<file path="config.mk">
export PLATFORM = sky130hd
export DESIGN_NAME = bsrf_ctrl
export DESIGN_NICKNAME = d
export VERILOG_FILES = /design/src/rtl/bsrf_pkg.sv /design/src/rtl/bsrf_ctrl.sv
export VERILOG_INCLUDE_DIRS = /design/src /design/src/rtl
export SDC_FILE = /design/constraint.sdc
export NUM_CORES = 1
export LEC_CHECK = 0
export BUFFER_PORTS_ARGS = -buffer_cell sky130_fd_sc_hd__buf_2
export CORE_MARGIN = 2
export CORE_UTILIZATION = 57
export CTS_BUF_LIST = sky130_fd_sc_hd__clkbuf_4 sky130_fd_sc_hd__clkbuf_8 sky130_fd_sc_hd__clkbuf_16
export CTS_CLUSTER_DIAMETER = 30
export DETAILED_ROUTE_END_ITERATION = 10
export PLACE_DENSITY = 0.89
export SYNTH_ARGS = -nofsm -noshare
export SYNTH_HDL_FRONTEND = slang
export SYNTH_SLANG_ARGS = --single-unit
export TNS_END_PERCENT = 20
</file>
<file path="constraint.sdc">
create_clock -name clk -period 5.9 [get_ports clk]
set_clock_uncertainty 0.2 [all_clocks]
set_input_delay 0.59 -clock clk [delete_from_list [all_inputs] [get_ports clk]]
set_output_delay 0.59 -clock clk [all_outputs]
set_load 0.01 [all_outputs]
</file>
<file path="src/rtl/assert_macros.svh">
// ---------------------------------------------------------------------------
// assertion helpers shared by the rtl modules
// ---------------------------------------------------------------------------
`ifndef ASSERT_MACROS_SVH
`define ASSERT_MACROS_SVH

// checked on every clock edge outside reset
`define ASSERT_CLK(label, prop, msg) \
	label: assert property (@(posedge clk) disable iff (!arst_n) prop) else $error(msg);

// checked on every clock edge, reset included
`define ASSERT_ALWAYS(label, prop, msg) \
	label: assert property (@(posedge clk) prop) else $error(msg);

`endif

</file>
<file path="src/rtl/bsrf_pkg.sv">
// ---------------------------------------------------------------------------
// bsrf_pkg
// types, opcodes and helpers for the byte stream ring fifo
// ---------------------------------------------------------------------------
package bsrf_pkg;

	localparam int DEPTH  = 1024;
	localparam int PTR_W  = $clog2(DEPTH);
	localparam int CNT_W  = $clog2(DEPTH + 1);
	localparam int CFG_W  = 11;
	localparam int WIDE_W = (CNT_W > CFG_W) ? CNT_W : CFG_W;
	localparam int TOT_W  = 32;

	localparam logic [CFG_W-1:0] CAP_RESET = CFG_W'(1024);

	localparam logic [1:0] OP_WRITE = 2'd0;
	localparam logic [1:0] OP_READ  = 2'd1;
	localparam logic [1:0] OP_PEEK  = 2'd2;
	localparam logic [1:0] OP_END   = 2'd3;

	typedef struct packed {
		logic [1:0] opcode;
		logic [7:0] write_byte;
	} op_t;

	typedef struct packed {
		logic [7:0]       data_out;
		logic             data_valid;
		logic             accepted;
		logic [CFG_W-1:0] stored_count;
		logic [CFG_W-1:0] room_left;
		logic             input_closed;
		logic             end_of_stream;
		logic [TOT_W-1:0] total_in;
		logic [TOT_W-1:0] total_out;
	} res_t;

	// result fields known at issue; the byte follows from the ram
	typedef struct packed {
		logic             data_valid;
		logic             accepted;
		logic [CFG_W-1:0] stored_count;
		logic [CFG_W-1:0] room_left;
		logic             input_closed;
		logic             end_of_stream;
		logic [TOT_W-1:0] total_in;
		logic [TOT_W-1:0] total_out;
	} stat_t;

	typedef struct packed {
		logic             we;
		logic [PTR_W-1:0] waddr;
		logic [7:0]       wdata;
		logic             re;
		logic [PTR_W-1:0] raddr;
	} mem_req_t;

	function automatic logic [PTR_W-1:0] ptr_next(input logic [PTR_W-1:0] p);
		ptr_next = (p == PTR_W'(DEPTH - 1)) ? '0 : p + PTR_W'(1);
	endfunction

endpackage

</file>
<file path="src/rtl/bsrf_ctrl.sv">
// ---------------------------------------------------------------------------
// bsrf_ctrl
// pointers, count, flags and totals; decodes each request into ram accesses
// ---------------------------------------------------------------------------
`include "assert_macros.svh"

module bsrf_ctrl import bsrf_pkg::*; (
	input  logic             clk,
	input  logic             arst_n,
	input  logic             accept,
	input  op_t              op,
	input  logic             cfg_valid,
	input  logic [CFG_W-1:0] cfg_data,
	output mem_req_t         mem_req,
	output stat_t            stat
);

	logic [CFG_W-1:0] cap_q;
	logic [PTR_W-1:0] head_q, tail_q, head_n, tail_n;
	logic [CNT_W-1:0] count_q, count_n;
	logic             closed_q, closed_n;
	logic [TOT_W-1:0] tin_q, tin_n, tout_q, tout_n;

	logic [WIDE_W-1:0] cap_wide;
	logic [CNT_W-1:0]  cap;
	logic [CNT_W-1:0]  room;
	logic              valid, acc, we, re;

	// capacity clamped to one up to the built depth
	always_comb begin
		if (cap_q == '0) begin
			cap_wide = WIDE_W'(1);
		end else if (WIDE_W'(cap_q) > WIDE_W'(DEPTH)) begin
			cap_wide = WIDE_W'(DEPTH);
		end else begin
			cap_wide = WIDE_W'(cap_q);
		end
		cap = CNT_W'(cap_wide);
	end

	always_comb begin
		head_n   = head_q;
		tail_n   = tail_q;
		count_n  = count_q;
		closed_n = closed_q;
		tin_n    = tin_q;
		tout_n   = tout_q;
		valid    = 1'b0;
		acc      = 1'b0;
		we       = 1'b0;
		re       = 1'b0;
		case (op.opcode)
			OP_WRITE: begin
				if (!closed_q && count_q < cap) begin
					we      = 1'b1;
					acc     = 1'b1;
					tail_n  = ptr_next(tail_q);
					count_n = count_q + CNT_W'(1);
					tin_n   = tin_q + TOT_W'(1);
				end
			end
			OP_READ, OP_PEEK: begin
				if (count_q != '0) begin
					re    = 1'b1;
					valid = 1'b1;
					acc   = 1'b1;
					if (op.opcode == OP_READ) begin
						head_n  = ptr_next(head_q);
						count_n = count_q - CNT_W'(1);
						tout_n  = tout_q + TOT_W'(1);
					end
				end
			end
			OP_END: begin
				closed_n = 1'b1;
				acc      = 1'b1;
			end
			default: begin
			end
		endcase
		room = (count_n < cap) ? cap - count_n : '0;
	end

	always_comb begin
		mem_req.we    = accept && we;
		mem_req.waddr = tail_q;
		mem_req.wdata = op.write_byte;
		mem_req.re    = accept && re;
		mem_req.raddr = head_q;

		stat.data_valid    = valid;
		stat.accepted      = acc;
		stat.stored_count  = CFG_W'(count_n);
		stat.room_left     = CFG_W'(room);
		stat.input_closed  = closed_n;
		stat.end_of_stream = closed_n && (count_n == '0);
		stat.total_in      = tin_n;
		stat.total_out     = tout_n;
	end

	always_ff @(posedge clk or negedge arst_n) begin
		if (!arst_n) begin
			cap_q <= CAP_RESET;
		end else if (cfg_valid) begin
			cap_q <= cfg_data;
		end
	end

	always_ff @(posedge clk or negedge arst_n) begin
		if (!arst_n) begin
			head_q   <= '0;
			tail_q   <= '0;
			count_q  <= '0;
			closed_q <= 1'b0;
			tin_q    <= '0;
			tout_q   <= '0;
		end else if (accept) begin
			head_q   <= head_n;
			tail_q   <= tail_n;
			count_q  <= count_n;
			closed_q <= closed_n;
			tin_q    <= tin_n;
			tout_q   <= tout_n;
		end
	end

	`ASSERT_CLK(a_count_in_range, count_q <= CNT_W'(DEPTH), "held count beyond depth")
	`ASSERT_CLK(a_empty_ptrs, (count_q == '0) |-> (head_q == tail_q), "empty but pointers differ")
	`ASSERT_CLK(a_full_ptrs, (count_q == CNT_W'(DEPTH)) |-> (head_q == tail_q),
		"full but pointers differ")

endmodule

</file>
==> impl_results.rst <==
.. list-table::
   :header-rows: 1

   * - Metric
     - Value
   * - Period utilisation layout
     - 96.5%
   * - Portion of total power attributed to the clock network
     - 27.3%
   * - Final #Nets
     - 1030
   * - Unique cell type count in the Yosys netlist
     - 71
   * - Largest cells by area after synthesis
     - sky130_fd_sc_hd__dfrtp_1 36%, sky130_fd_sc_hd__xnor2_1 12%, sky130_fd_sc_hd__ha_1 5.4%
   * - CTS tree
     - done
   * - Instance count of the mapped netlist
     - 859
   * - Vias post-DR
     - 6629
   * - Number of standard cells in the layout, taps in and fillers out
     - 1149
   * - Kind of capture point of the worst setup path
     - primary output
   * - CP Data Required Time
     - 5110 ps
   * - Cell with the most instances after synthesis
     - sky130_fd_sc_hd__dfrtp_1
   * - Ant diodes
     - 0
   * - Number of antenna violations at the first check in global routing
     - 0
   * - Buffers on Ports
     - 128
   * - Switching pwr
     - 0.000780 W
   * - Die H
     - 118 um
   * - Count of unresolved DRC violations after routing
     - 0
   * - Worst-case clock buffer depth
     - 2
   * - Largest family of logic cells by synthesized area
     - simple AND/OR/NAND/NOR gates
   * - Classification of the worst-slack hold path
     - input port to async pin
   * - Netlist area before placement
     - 7430 sq um
   * - Deepest level of the CTS H-tree
     - 3
   * - Finished Core Util
     - 67.8%
   * - Avg Synthesized Cell Area
     - 8.65 sq um
   * - Maximum single-stage delay on the critical path
     - 410 ps
   * - Sum of internal, switching and leakage power
     - 0.00217 W
   * - Ys Warns
     - 0
   * - Library cell used as clock root buffer
     - sky130_fd_sc_hd__clkbuf_16
   * - Final antenna-violating net count
     - 0
   * - Layout overhead on the synthesized area
     - 15.6%
   * - Worst slew margin
     - 40.9%
   * - Run status
     - finished clean
   * - Wire length reported by the detailed router
     - 18100 um
   * - Area of the die
     - 14000 sq um
   * - Top cells by count, synth
     - 106 x sky130_fd_sc_hd__dfrtp_1, 101 x sky130_fd_sc_hd__nand2_1, 100 x sky130_fd_sc_hd__xnor2_1, 81 x sky130_fd_sc_hd__nor2_1, 53 x sky130_fd_sc_hd__nand3_1
   * - Cell seen most often among critical-path stages
     - sky130_fd_sc_hd__o21ai_1
   * - # rows
     - 41
   * - Total number of clock tree sinks
     - 107
   * - Seq/Total Area, Yosys
     - 36.0%
   * - Fill count
     - 1024
   * - Core area
     - 12700 sq um
   * - Post-Synth XOR/XNOR Area
     - 16.6%
   * - Max Cap Violations
     - 0
   * - Maximum fanout along the worst path
     - 11
   * - Worst-path cell with the longest stage delay
     - sky130_fd_sc_hd__dfrtp_1
   * - Number of detailed-routing iterations run before antenna repair
     - 5
   * - Async S/R FF share, synth
     - 100%
   * - Largest voltage drop on the vdd net
     - 0.286 mV
   * - EDFF count, synth
     - 0
   * - Syn nets
     - 917
   * - Via count of the first global-routing pass
     - 5958
   * - Leakage
     - 4.28 nW
   * - DPL Wire Length
     - 13200 um
   * - Routed wire per std cell
     - 15.7 um
   * - Count of final setup violators
     - 0
   * - Clock Latency Late Sink
     - 360 ps
   * - Flip-flop and latch count after synthesis
     - 107
   * - Global-route usage over all layers
     - 25.5%
   * - Seq pwr share
     - 40.1%
   * - Pin count of the biggest net entering global routing
     - 63
   * - Cell type contributing the most total cell area after synthesis
     - sky130_fd_sc_hd__dfrtp_1
   * - Post-placement cell count
     - 1123
   * - Horizontal extent of the die
     - 118 um
   * - Slew at the pin closest to its max-slew limit
     - 887 ps
   * - Worst setup slack after layout
     - 206 ps
   * - Critical Path, Cell by Cell
     - nor4_2 -> and3_1 -> a21o_1 -> nand2_1 -> ha_1 -> nand4_1 -> a2111oi_4 -> o31ai_4 -> and2_4 -> o21ai_1 -> a222oi_1 -> buf_4 -> ha_1 -> nor2b_1 -> o21ai_1 -> a21oi_1 -> o21ai_1 -> a21oi_2 -> o21bai_1 -> a21o_2 -> nor3_1 -> buf_2
   * - Number of pins with negative max-slew slack in the final report
     - 0
   * - Critical path buffer and inverter count
     - 2
   * - Worst slack at placement
     - 115 ps
   * - Yosys top cell area share
     - 35.7%
   * - Launching element type of the critical path
     - flip-flop
   * - Top-level port count
     - 145
   * - CTS buffer count
     - 9
   * - Gp weighted congestion
     - 0.974
   * - Effective utilization at floorplan
     - 58.7%
   * - Via-to-Cell Ratio
     - 5.77
   * - Fraction of synthesized area in multiplexers
     - 3.25%
   * - Start-to-end type of the worst setup path
     - flip-flop to primary output
   * - Design internal power
     - 0.00139 W
   * - Final hold vios
     - 0
   * - Compound-cell area share of the yosys netlist
     - 8.63%
   * - Most common flop cell mapped by yosys
     - sky130_fd_sc_hd__dfrtp_1
   * - GRT overflow
     - 0
   * - Proportion of power drawn by combinational gates
     - 32.5%
   * - Post-Synth Adder-Cell Area
     - 5.66%
   * - Reg clk slew, reported paths
     - 80 ps
   * - Simple-gate share of the synthesized area
     - 23.8%
   * - Switching fraction of total power
     - 35.9%
   * - Hold bufs inserted after CTS
     - 0
   * - Period minus WS final
     - 5690 ps
   * - Fraction of layout cells with a size suffix above 1
     - 21.9%
   * - Wire length of the first global-routing pass
     - 29200 um
   * - Achievable clock frequency
     - 0.176 GHz
   * - Number of logic stages on the critical path including buffering
     - 22
   * - Cell area power density
     - 253 nW/um^2
   * - Cell family with most CP delay
     - compound AO/OA/AOI/OAI gates
   * - Worst reg-to-reg path cell count
     - 14
   * - Worst EP arrival
     - 4900 ps
   * - Violation count after the first detailed-routing iteration
     - 699
metal layers:
layer | GRT usage (%) | vias up | routed length (um)
li1 | - | 3157 | -
met1 | 34.1 | 3109 | 7660
met2 | 41.8 | 317 | 8550
met3 | 4.58 | 46 | 1380
met4 | 8.58 | 0 | 483
met5 | 0 | - | 0
power by group through the flow:
stage | clock network, W | logic (W) | registers (W)
final | 0.000594 | 0.000707 | 0.000872
after global routing | 0.000636 | 0.000769 | 0.000881
after CTS | 0.000611 | 0.000674 | 0.000869
after detailed placement | 0 | 0.000664 | 0.000882
after global placement | 0 | 0.000648 | 0.000877
after floorplan | 0 | 0.000454 | 0.000858
registers in the layout (all words and copies together), names as in the netlist:
signal    cells
tin_q        32
tout_q       32
cap_q        11
count_q      11
head_q       10
tail_q       10
closed_q      1
layout by cell type, fill, tap and decap left out, types with 3 or more instances in the layout:
master                      synthesis  layout
sky130_fd_sc_hd__a21o_1             4       3
sky130_fd_sc_hd__a21oi_1           24      22
sky130_fd_sc_hd__nand3b_1           3       3
sky130_fd_sc_hd__and2_1             4       3
sky130_fd_sc_hd__dfrtp_1          106     106
sky130_fd_sc_hd__o31ai_1            3       3
sky130_fd_sc_hd__nand2_1          101     100
sky130_fd_sc_hd__o21ai_0           25      21
sky130_fd_sc_hd__buf_4             14      27
sky130_fd_sc_hd__nand4_1           30      30
sky130_fd_sc_hd__and3_1            24      24
sky130_fd_sc_hd__nor2_1            81      79
sky130_fd_sc_hd__a31oi_1            3       3
sky130_fd_sc_hd__or3_1              3       3
sky130_fd_sc_hd__mux2i_1            5       5
sky130_fd_sc_hd__nor2b_1            4       4
sky130_fd_sc_hd__clkbuf_16          0       9
sky130_fd_sc_hd__mux2_2            16      16
sky130_fd_sc_hd__and4_1             8       8
sky130_fd_sc_hd__nor3_1            22      22
sky130_fd_sc_hd__nand3_1           53      53
sky130_fd_sc_hd__ha_1              32      31
sky130_fd_sc_hd__xor2_1            41      41
sky130_fd_sc_hd__xnor2_1          100     100
sky130_fd_sc_hd__inv_1             48      48
sky130_fd_sc_hd__o21a_1             5       5
sky130_fd_sc_hd__buf_2             10     127
sky130_fd_sc_hd__a311oi_1           3       3
sky130_fd_sc_hd__nor4_1             5       5
sky130_fd_sc_hd__o21ai_1            2       5
cell families (layout without fill, tap and decap cells):
logic type | after synthesis | after routing
buffers and inverters | 102 | 220
adders and majority gates | 33 | 33
and+or+nand+nor | 357 | 357
AOI/OAI and AO/OA | 97 | 97
DFF | 107 | 107
muxes | 22 | 22
xor gates and xnor gates | 141 | 141
repair_timing:
item                       in CTS  in global routing
pin swaps                       1                 11
gates cloned                    0                  0
resized for setup               6                 15
setup endpoints to repair      11                 11
buffers inserted                0                 10
hold endpoints to repair        0                  0
stage by stage:
stage                     instance area (sq um)  setup TNS [ps]  hold WS (ps)
final                                      8600               0          20.6
after global routing                       8600           -72.3          59.5
after CTS                                  8470               0          35.8
after detailed placement                   8150               0           282
after global placement                     8150               0           273
after floorplan                            7430               0          94.4
cell type report:
type                       instances  area (sq um)  share of cell area [%]
sequential                       107          2680                    31.2
tap                              172           215                    2.50
timing repair buffer             154           838                    9.75
clock inverter                     6          53.8                   0.626
multi-input combinational        650          4380                    51.0
inverter                          50           188                    2.18
clock buffer                      10           239                    2.78
path summary, 6_finish.rpt:
kind                                             from               endpoint  slack [ps]
worst max-delay path             cap_q[8]$_DFFE_PN0P_               stat[69]         210
worst min-delay path                           arst_n  head_q[3]$_DFFE_PN0P_          20
worst max register to register   cap_q[8]$_DFFE_PN0P_  tin_q[23]$_DFFE_PN0P_        2130
worst min register to register  tin_q[31]$_DFFE_PN0P_  tin_q[31]$_DFFE_PN0P_         290
max in group asynchronous                      arst_n  tout_q[6]$_DFFE_PN0P_        4280
min in group clk                         cfg_data[10]  cap_q[10]$_DFFE_PN1P_         250
No activity file was read; power rests on OpenSTA's default activity.
